**src/rtl/sd_card_spi_init_sequencer_defines.svh**
```systemverilog
// assertion macros for the sd card spi start-up sequencer
// used by sd_card_spi_init_sequencer.sv, needs a clock and reset in scope
`ifndef SD_CARD_SPI_INIT_SEQUENCER_DEFINES_SVH
`define SD_CARD_SPI_INIT_SEQUENCER_DEFINES_SVH

// same-cycle implication, checked on every rising clock outside reset
`define SDI_ASSERT_NOW(label, ante, cons, msg) \
   label: assert property (@(posedge clock) disable iff (reset) (ante) |-> (cons)) \
      else $error(msg);

// next-cycle implication
`define SDI_ASSERT_NEXT(label, ante, cons, msg) \
   label: assert property (@(posedge clock) disable iff (reset) (ante) |=> (cons)) \
      else $error(msg);

`endif

```
**src/rtl/sdi_pkg.sv**
```systemverilog
// shared types and constants for the sd card spi start-up sequencer
// no dependencies
package sdi_pkg;

   typedef struct packed {
      logic       action;
      logic [7:0] rx_byte;
   } req_type;

   typedef struct packed {
      logic       transfer_request;
      logic [7:0] tx_byte;
      logic       chip_select;
      logic [2:0] status;
      logic       card_v2;
      logic       card_ccs;
   } rsp_type;

   // configuration register indexes
   localparam logic REG_RESPONSE_POLL_LIMIT = 1'b0;
   localparam logic REG_INIT_RETRY_LIMIT    = 1'b1;
   localparam logic [15:0] LIMIT_RESET      = 16'd10000;

   // request actions
   localparam logic ACT_START    = 1'b0;
   localparam logic ACT_EXCHANGE = 1'b1;

   // status codes
   localparam logic [2:0] ST_RUNNING  = 3'd0;
   localparam logic [2:0] ST_SUCCESS  = 3'd1;
   localparam logic [2:0] ST_TIMEOUT  = 3'd2;
   localparam logic [2:0] ST_BAD_RESP = 3'd3;
   localparam logic [2:0] ST_RETRIES  = 3'd4;

   // commands of the sequence
   localparam logic [2:0] CMD_GO_IDLE = 3'd0;
   localparam logic [2:0] CMD_IF_COND = 3'd1;
   localparam logic [2:0] CMD_APP     = 3'd2;
   localparam logic [2:0] CMD_OP_COND = 3'd3;
   localparam logic [2:0] CMD_OCR     = 3'd4;

   localparam logic [7:0] BYTE_IDLE  = 8'hFF;
   localparam logic [7:0] BYTE_CRC   = 8'h95;
   localparam logic [7:0] BYTE_START = 8'h40;
   localparam logic [7:0] BYTE_HCS   = 8'h40;
   localparam logic [7:0] BYTE_CHECK = 8'hAA;
   localparam logic [7:0] R1_IDLE    = 8'h01;

   function automatic logic [5:0] cmd_number(input logic [2:0] cmd);
      logic [5:0] num;
      case (cmd)
         CMD_GO_IDLE: num = 6'd0;
         CMD_IF_COND: num = 6'd8;
         CMD_APP:     num = 6'd55;
         CMD_OP_COND: num = 6'd41;
         CMD_OCR:     num = 6'd58;
         default:     num = 6'd0;
      endcase
      return num;
   endfunction

   // commands followed by four trailing response bytes
   function automatic logic cmd_long(input logic [2:0] cmd);
      return (cmd == CMD_IF_COND) || (cmd == CMD_OP_COND) || (cmd == CMD_OCR);
   endfunction

   // byte idx of the six-byte command frame
   function automatic logic [7:0] frame_byte(input logic [2:0] cmd, input logic [3:0] idx,
                                             input logic v2);
      logic [7:0] b;
      b = 8'h00;
      if (idx == 4'd0) begin
         b = BYTE_START | {2'b00, cmd_number(cmd)};
      end else if (idx >= 4'd5) begin
         b = BYTE_CRC;
      end else if (cmd == CMD_IF_COND) begin
         if (idx == 4'd3) b = 8'h01;
         else if (idx == 4'd4) b = BYTE_CHECK;
      end else if (cmd == CMD_OP_COND && idx == 4'd1) begin
         b = v2 ? BYTE_HCS : 8'h00;
      end
      return b;
   endfunction

endpackage

```
**src/rtl/sd_card_spi_init_sequencer.sv**
```systemverilog
// sd card spi-mode start-up sequencer, one request per spi byte exchange
// depends on sdi_pkg and sd_card_spi_init_sequencer_defines.svh

// Each request is either a start or the report of a finished byte exchange
// (with the byte the card returned); each gives exactly one response that
// says whether to run another exchange, which byte to send and the select
// level, plus the final status once the sequence ends. Requests pass an
// input register, the next-state logic and an output register: one request
// per clock is taken while the output is not stalled; the response is
// registered from the input register. In a system the spi link sets the pace,
// one request per byte exchange. Limits must be written through the csr port
// while no exchange is outstanding; the block itself does not enforce this.
`include "sd_card_spi_init_sequencer_defines.svh"

module sd_card_spi_init_sequencer (
   input  logic            clock,
   input  logic            reset,
   input  logic            req_valid,
   output logic            req_stall,
   input  sdi_pkg::req_type req_data,
   output logic            rsp_valid,
   input  logic            rsp_stall,
   output sdi_pkg::rsp_type rsp_data,
   input  logic            csr_we,
   input  logic            csr_index,
   input  logic [15:0]     csr_wdata
);
   import sdi_pkg::*;

   localparam logic [2:0] PH_IDLE     = 3'd0;
   localparam logic [2:0] PH_PRE_HIGH = 3'd1;
   localparam logic [2:0] PH_PRE_LOW  = 3'd2;
   localparam logic [2:0] PH_ERR      = 3'd3;
   localparam logic [2:0] PH_DONE     = 3'd4;
   localparam logic [2:0] PH_SEND     = 3'd5;
   localparam logic [2:0] PH_POLL     = 3'd6;
   localparam logic [2:0] PH_TAIL     = 3'd7;

   logic [15:0] poll_limit_ff, retry_limit_ff;
   logic        s1_vld_ff, s1_vld_in;
   req_type     s1_ff;
   logic        rsp_vld_ff, rsp_vld_in;
   rsp_type     rsp_ff, rsp_in;
   logic        out_free, process, accept;

   logic [2:0]  phase_ff, phase_in;
   logic [2:0]  cmd_ff, cmd_in;
   logic [3:0]  bidx_ff, bidx_in;
   logic [15:0] poll_ff, poll_in;
   logic [15:0] loop_ff, loop_in;
   logic [7:0]  resp0_ff, resp0_in;
   logic [7:0]  resp1_ff, resp1_in;
   logic        v2_ff, v2_in;
   logic        ccs_ff, ccs_in;
   logic [2:0]  final_ff, final_in;

   // intents resolved in order: command end, poll, loop, start / finish
   logic        o_req, o_cs;
   logic [7:0]  o_tx;
   logic [3:0]  bidx_inc;
   logic        fc_en;
   logic [7:0]  fc_r0, fc_r1;
   logic        ready;
   logic        poll_en, loop_en, start_en, fin_en, fin_flush;
   logic [15:0] poll_base, loop_base, cnt_dec;
   logic [2:0]  loop_cmd, start_cmd, fin_code;

   assign out_free  = !rsp_vld_ff || !rsp_stall;
   assign process   = s1_vld_ff && out_free;
   assign req_stall = s1_vld_ff && !out_free;
   assign accept    = req_valid && !req_stall;
   assign s1_vld_in = accept || (s1_vld_ff && !process);
   assign rsp_vld_in = process || (rsp_vld_ff && rsp_stall);

   always_comb begin
      phase_in = phase_ff;
      cmd_in   = cmd_ff;
      bidx_in  = bidx_ff;
      poll_in  = poll_ff;
      loop_in  = loop_ff;
      resp0_in = resp0_ff;
      resp1_in = resp1_ff;
      v2_in    = v2_ff;
      ccs_in   = ccs_ff;
      final_in = final_ff;
      o_req = 1'b0;
      o_tx  = BYTE_IDLE;
      o_cs  = 1'b1;
      bidx_inc = 4'(bidx_ff + 4'd1);
      fc_en = 1'b0;
      fc_r0 = resp0_ff;
      fc_r1 = resp1_ff;
      poll_en = 1'b0;
      poll_base = poll_ff;
      loop_en = 1'b0;
      loop_base = loop_ff;
      loop_cmd = CMD_APP;
      start_en = 1'b0;
      start_cmd = CMD_GO_IDLE;
      fin_en = 1'b0;
      fin_flush = 1'b1;
      fin_code = ST_SUCCESS;
      cnt_dec = 16'd0;
      ready = 1'b0;

      if (s1_ff.action == ACT_START) begin
         v2_in    = 1'b0;
         ccs_in   = 1'b0;
         final_in = ST_RUNNING;
         phase_in = PH_PRE_HIGH;
         bidx_in  = 4'd0;
         o_req = 1'b1;
      end else begin
         case (phase_ff)
            PH_PRE_HIGH: begin
               o_req = 1'b1;
               if (bidx_inc < 4'd10) begin
                  bidx_in = bidx_inc;
               end else begin
                  phase_in = PH_PRE_LOW;
                  bidx_in  = 4'd0;
                  o_cs = 1'b0;
               end
            end
            PH_PRE_LOW: begin
               bidx_in = bidx_inc;
               if (bidx_inc < 4'd2) begin
                  o_req = 1'b1;
                  o_cs  = 1'b0;
               end else begin
                  start_en  = 1'b1;
                  start_cmd = CMD_GO_IDLE;
               end
            end
            PH_ERR: begin
               phase_in = PH_DONE;
            end
            PH_SEND: begin
               bidx_in = bidx_inc;
               if (bidx_inc < 4'd6) begin
                  o_req = 1'b1;
                  o_tx  = frame_byte(cmd_ff, bidx_inc, v2_ff);
                  o_cs  = 1'b0;
               end else begin
                  poll_en   = 1'b1;
                  poll_base = poll_limit_ff;
               end
            end
            PH_POLL: begin
               if (!s1_ff.rx_byte[7]) begin
                  resp0_in = s1_ff.rx_byte;
                  if (cmd_long(cmd_ff)) begin
                     phase_in = PH_TAIL;
                     bidx_in  = 4'd0;
                     o_req = 1'b1;
                     o_cs  = 1'b0;
                  end else begin
                     fc_en = 1'b1;
                     fc_r0 = s1_ff.rx_byte;
                  end
               end else begin
                  poll_en = 1'b1;
               end
            end
            PH_TAIL: begin
               // only the first trailing byte is ever examined
               if (bidx_ff[1:0] == 2'd0) resp1_in = s1_ff.rx_byte;
               bidx_in = bidx_inc;
               if (bidx_inc < 4'd4) begin
                  o_req = 1'b1;
                  o_cs  = 1'b0;
               end else begin
                  fc_en = 1'b1;
               end
            end
            default: begin
            end
         endcase
      end

      // end of a command: judge the response
      if (fc_en) begin
         ready = !fc_r0[0] && fc_r1[7];
         case (cmd_ff)
            CMD_GO_IDLE: begin
               if (fc_r0 != R1_IDLE) begin
                  fin_en = 1'b1;
                  fin_code = ST_BAD_RESP;
               end else begin
                  start_en  = 1'b1;
                  start_cmd = CMD_IF_COND;
               end
            end
            CMD_IF_COND: begin
               if (!fc_r0[0]) begin
                  fin_en = 1'b1;
                  fin_code = ST_BAD_RESP;
               end else begin
                  // illegal-command bit clear means a v2 card
                  if (!fc_r0[2]) v2_in = 1'b1;
                  loop_en   = 1'b1;
                  loop_base = retry_limit_ff;
                  loop_cmd  = CMD_APP;
               end
            end
            CMD_APP: begin
               start_en  = 1'b1;
               start_cmd = CMD_OP_COND;
            end
            CMD_OP_COND: begin
               if (!ready) begin
                  loop_en  = 1'b1;
                  loop_cmd = CMD_APP;
               end else if (fc_r0 != 8'h00) begin
                  fin_en = 1'b1;
                  fin_code = ST_BAD_RESP;
               end else if (v2_ff) begin
                  loop_en   = 1'b1;
                  loop_base = retry_limit_ff;
                  loop_cmd  = CMD_OCR;
               end else begin
                  fin_en = 1'b1;
                  fin_flush = 1'b0;
                  fin_code = ST_SUCCESS;
               end
            end
            default: begin
               if (!ready) begin
                  loop_en  = 1'b1;
                  loop_cmd = CMD_OCR;
               end else begin
                  ccs_in = fc_r1[6];
                  fin_en = 1'b1;
                  fin_flush = 1'b0;
                  fin_code = ST_SUCCESS;
               end
            end
         endcase
      end

      if (poll_en) begin
         cnt_dec = 16'(poll_base - 16'd1);
         poll_in = cnt_dec;
         if (cnt_dec == 16'd0) begin
            fin_en = 1'b1;
            fin_code = ST_TIMEOUT;
         end else begin
            phase_in = PH_POLL;
            o_req = 1'b1;
            o_cs  = 1'b0;
         end
      end

      if (loop_en) begin
         cnt_dec = 16'(loop_base - 16'd1);
         loop_in = cnt_dec;
         if (cnt_dec == 16'd0) begin
            fin_en = 1'b1;
            fin_code = ST_RETRIES;
         end else begin
            start_en  = 1'b1;
            start_cmd = loop_cmd;
         end
      end

      if (start_en) begin
         phase_in = PH_SEND;
         cmd_in   = start_cmd;
         bidx_in  = 4'd0;
         o_req = 1'b1;
         o_tx  = frame_byte(start_cmd, 4'd0, v2_in);
         o_cs  = 1'b0;
      end

      // an error releases select for one flush byte before reporting
      if (fin_en) begin
         final_in = fin_code;
         phase_in = fin_flush ? PH_ERR : PH_DONE;
         o_req = fin_flush;
         o_tx  = BYTE_IDLE;
         o_cs  = 1'b1;
      end

      rsp_in.transfer_request = o_req;
      rsp_in.tx_byte     = o_tx;
      rsp_in.chip_select = o_req ? o_cs : 1'b1;
      rsp_in.status      = o_req ? ST_RUNNING : final_in;
      rsp_in.card_v2     = v2_in;
      rsp_in.card_ccs    = ccs_in;
   end

   always_ff @(posedge clock) begin
      if (reset) begin
         poll_limit_ff  <= LIMIT_RESET;
         retry_limit_ff <= LIMIT_RESET;
         s1_vld_ff  <= 1'b0;
         rsp_vld_ff <= 1'b0;
         phase_ff <= PH_IDLE;
         cmd_ff   <= CMD_GO_IDLE;
         bidx_ff  <= 4'd0;
         poll_ff  <= 16'd0;
         loop_ff  <= 16'd0;
         v2_ff    <= 1'b0;
         ccs_ff   <= 1'b0;
         final_ff <= ST_RUNNING;
      end else begin
         if (csr_we) begin
            if (csr_index == REG_RESPONSE_POLL_LIMIT) poll_limit_ff <= csr_wdata;
            else retry_limit_ff <= csr_wdata;
         end
         s1_vld_ff  <= s1_vld_in;
         rsp_vld_ff <= rsp_vld_in;
         if (process) begin
            phase_ff <= phase_in;
            cmd_ff   <= cmd_in;
            bidx_ff  <= bidx_in;
            poll_ff  <= poll_in;
            loop_ff  <= loop_in;
            v2_ff    <= v2_in;
            ccs_ff   <= ccs_in;
            final_ff <= final_in;
         end
      end
   end

   always_ff @(posedge clock) begin
      if (accept) s1_ff <= req_data;
      if (process) begin
         rsp_ff   <= rsp_in;
         resp0_ff <= resp0_in;
         resp1_ff <= resp1_in;
      end
   end

   assign rsp_valid = rsp_vld_ff;
   assign rsp_data  = rsp_ff;

   `SDI_ASSERT_NEXT(a_held_request, s1_vld_ff && !out_free, s1_vld_ff, "request lost under stall")
   `SDI_ASSERT_NEXT(a_process_out, process, rsp_vld_ff, "processed request gave no response")
   `SDI_ASSERT_NOW(a_tail_index, phase_ff == PH_TAIL, bidx_ff < 4'd4, "trailing byte index overrun")
   `SDI_ASSERT_NOW(a_running_status, rsp_vld_ff && rsp_ff.transfer_request,
                   rsp_ff.status == ST_RUNNING && rsp_ff.tx_byte != 8'h00 || rsp_ff.status == ST_RUNNING,
                   "final status shown while exchanges continue")

endmodule
```
**config.mk**
```make
export PLATFORM = sky130hd
export DESIGN_NAME = sd_card_spi_init_sequencer
export DESIGN_NICKNAME = d
export VERILOG_FILES = /design/src/rtl/sdi_pkg.sv /design/src/rtl/sd_card_spi_init_sequencer.sv
export VERILOG_INCLUDE_DIRS = /design/src /design/src/rtl
export SDC_FILE = /design/constraint.sdc
export NUM_CORES = 1
export LEC_CHECK = 0
export BUFFER_PORTS_ARGS = -buffer_cell sky130_fd_sc_hd__buf_2
export CORE_MARGIN = 3
export CORE_UTILIZATION = 40
export DETAILED_ROUTE_END_ITERATION = 6
export GPL_ROUTABILITY_DRIVEN = 0
export SYNTH_ARGS = -nofsm -noshare
export SYNTH_HDL_FRONTEND = slang
export SYNTH_SLANG_ARGS = --single-unit
```
**constraint.sdc**
```tcl
create_clock -name clock -period 11.4 [get_ports clock]
set_input_delay 2.28 -clock clock [delete_from_list [all_inputs] [get_ports clock]]
set_output_delay 2.28 -clock clock [all_outputs]
set_load 0.005 [all_outputs]
```
==> metrics.txt <==
crit path to=bidx_ff[3]; Max Freq=~160 MHz; fraction of registers with async set/reset=0; Clock Latency Late Sink=about 430 ps; Synth Flop Type=dfxtp_1; TritonCTS Sinks=between 100 and 150; worst hold path class=register to register; die area=about 20000 sq um; post-route cell area=just over 8000 sq um; r2r setup slk=about 5300 ps; core area=~17000 sq um; CTS-repair resized insts=0; share of cells above drive strength 1=0.1176; kind of critical path=register to register; synthesized cell area=about 7200 sq um; Vias=7016; origin of the worst setup path=s1_ff[8]; Cell Rows=between 40 and 50; Final Hold Vio Count=0; Reg clk slew, reported paths=60 ps; worst-path cell chain=nand4b_1 -> nor4_4 -> mux2_4 -> a2111o_1 -> a22oi_1 -> ha_1 -> inv_1 -> a221oi_2 -> o2111ai_1 -> xor2_1 -> a211o_1 -> or4_1 -> a21oi_1 -> nand3_1 -> o32ai_1; placed instance count=1162; Final #Nets=between 900 and 1000; Mapped Nets=just under 1000; synth unique cells=81; # diodes=0; Ys Warns=0; vias in the first global route=about 6400; CTS tree=yes; leak pwr=about 2.9 nW; fin. max-slew vios=0; Max Root-Sink Buffers=2; Buf+Inv Stages, Crit Path=1; Crit Reg-Reg Startpoint=s1_ff[8]; GRT overflow=0; crit-path leading delay family=compound AO/OA/AOI/OAI gates; sequential cell area fraction in the yosys report=0.3617; reg2reg end=bidx_ff[3]; critical path depth in cells=15; Total Routing Usage GR=0.2112; Max-Cap Viols=0; first-pass GRT wire length=33790 um; Worst path max stage delay=between 600 and 700 ps; P&R area growth vs syn=12.66%; Area after DPL=about 7600 sq um; PwrDens=~120 nW/um^2; Hold WS=roughly 460 ps; Post CTS Setup Buffer Count=0; Die Span X=roughly 140 um; Top Ports=48; worst-path fanout max=16; initial antenna violation count=0; Finished Layout Cells=around 1200; slowest CP cell=a2111o_1; period utilisation layout=0.5345; H-tree Lvls=4; crit path DAT=6430 ps; Inserted Clock Buffers=17; Initial DRT Pass Iterations=5; drt drc=0; HPWL reported at the end of detailed placement=14800 um; Post-Route WL=approximately 21000 um; Critical Path RT=roughly 12000 ps; Tmin final=6093 ps; largest net degree at the start of global routing=between 50 and 60; Worst Max-Slew Pin Slew=approximately 990 ps; post-route ant nets=0; Layout Skew=9.040 ps; PortBufs=47; routed wire length per instance=roughly 17 um; Post-Synthesis Cells=940; run status=finished clean; CTS root buffer=clkbuf_16; initial drt markers=714; RSZ-0062 raised after global routing=false; Final Setup Violations=0; slew margin rel.=0.3322; die height=140.4 um; Reg2Reg Depth=15; Setup crit end kind=register; CTS Hold Bufs=0; Vias/cell=5.876; #FFs+latches synth=about 110; crit path launch type=register; Peak VDD IR=0.1259 mV; Post-synth EDFFs=33; setup TNS=0 ps; Initial Util=0.4132; Avg Inst Size Synth=roughly 7.7 sq um
kinds of logic (layout without fill, tap and decap cells):
group           Yosys count  in the layout  share of synthesized area
fa+ha+maj                 9              9                    0.01559
flops                   114            114                     0.3617
mux                      15             15                    0.02339
simple gates            448            448                     0.3027
xor+xnor                 17             17                    0.02062
compound gates          261            261                     0.2348
buf+inv                  76            105                    0.04123
routing by layer:
metal,global-route usage,wire length [um]
met3,0.04438,1206
met1,0.3023,9989
met4,0.05966,339
met2,0.3221,9331
met5,0,0
synth_stat cells (8+ instances only):
cell	count	area, sq um
nand4_1	11	68.82
nand3b_1	14	105.1
or4_1	8	60.06
dfxtp_1	81	1622
nand2_1	156	585.6
a211o_1	8	70.07
or3_1	16	100.1
nor3_1	31	155.2
clkbuf_1	43	161.4
a21oi_1	92	460.4
inv_1	18	67.56
nor4_1	12	75.07
edfxtp_1	33	991.0
a22oi_1	8	60.06
nand3_1	36	180.2
nor2_1	103	386.6
and2_1	9	56.30
o21ai_0	50	250.2
or2_2	8	50.05
ha_1	9	112.6
o22ai_1	8	50.05
mux2i_1	12	120.1
xnor2_1	8	70.07
a211oi_1	8	60.06
a31oi_1	15	93.84
nor2b_1	12	75.07
xor2_1	9	78.83
cell usage in the layout, fill, tap and decap left out, types with 9 or more instances in the layout:
cell	n
nand2_1	156
nor2_1	102
a21oi_1	92
dfxtp_1	81
o21ai_0	50
buf_2	47
nand3_1	36
edfxtp_1	33
nor3_1	31
inv_1	18
clkbuf_16	17
or3_1	16
a31oi_1	15
nand3b_1	14
mux2i_1	12
nor4_1	12
nor2b_1	12
nand4_1	11
and2_1	9
xor2_1	9
ha_1	9
state kept, by name (all words and copies together), names as in the netlist, 4 cells and up:
signal and count:
loop_ff 16, resp0_ff 7, rsp_data 15, poll_ff 16
s1_ff 9, poll_limit_ff 16, retry_limit_ff 16, bidx_ff 4
worst min path at each step:
stage	startpoint	endpoint	slack [ps]	cells past startpoint
3_3_place_gp	s1_ff[1]	resp0_ff[1]	440	0
6_report	s1_ff[4]	resp0_ff[4]	460	0
4_1_cts	s1_ff[3]	resp0_ff[3]	460	0
2_1_floorplan	s1_ff[1]	resp0_ff[1]	430	0
5_1_grt	s1_ff[3]	resp0_ff[3]	460	0
3_5_place_dp	s1_ff[3]	resp0_ff[3]	440	0
final cells by class:
| class | instances | area (sq um) |
|---|---|---|
| clock buffer | 18 | 429.2 |
| timing repair buffer | 54 | 287.8 |
| fill | 1765 | 9340 |
| sequential | 114 | 2613 |
| clock inverter | 14 | 140.1 |
| multi-input combinational | 750 | 4314 |
| inverter | 19 | 71.32 |
| tap | 225 | 281.5 |
stage by stage:
stage | util | setup slack (ps) | total power, W
2_1_floorplan | - | 5610 | 0.0004801
3_3_place_gp | 0.4330 | 5563 | 0.0005023
6_report | 0.4656 | 5307 | 0.001011
4_1_cts | 0.4656 | 5369 | 0.001020
3_5_place_dp | 0.4330 | 5401 | 0.0005026
5_1_grt | 0.4656 | 4923 | 0.001043
power breakdown:
part	internal (W)	leakage, nW	switching, W	total [W]
registers	0.000428	0.940	0.0000146	0.000442
logic	0.0000193	1.68	0.0000332	0.0000525
clock network	0.000319	0.270	0.000197	0.000517
total	0.000766	2.89	0.000245	0.00101
No activity file was read; power rests on OpenSTA's default activity.
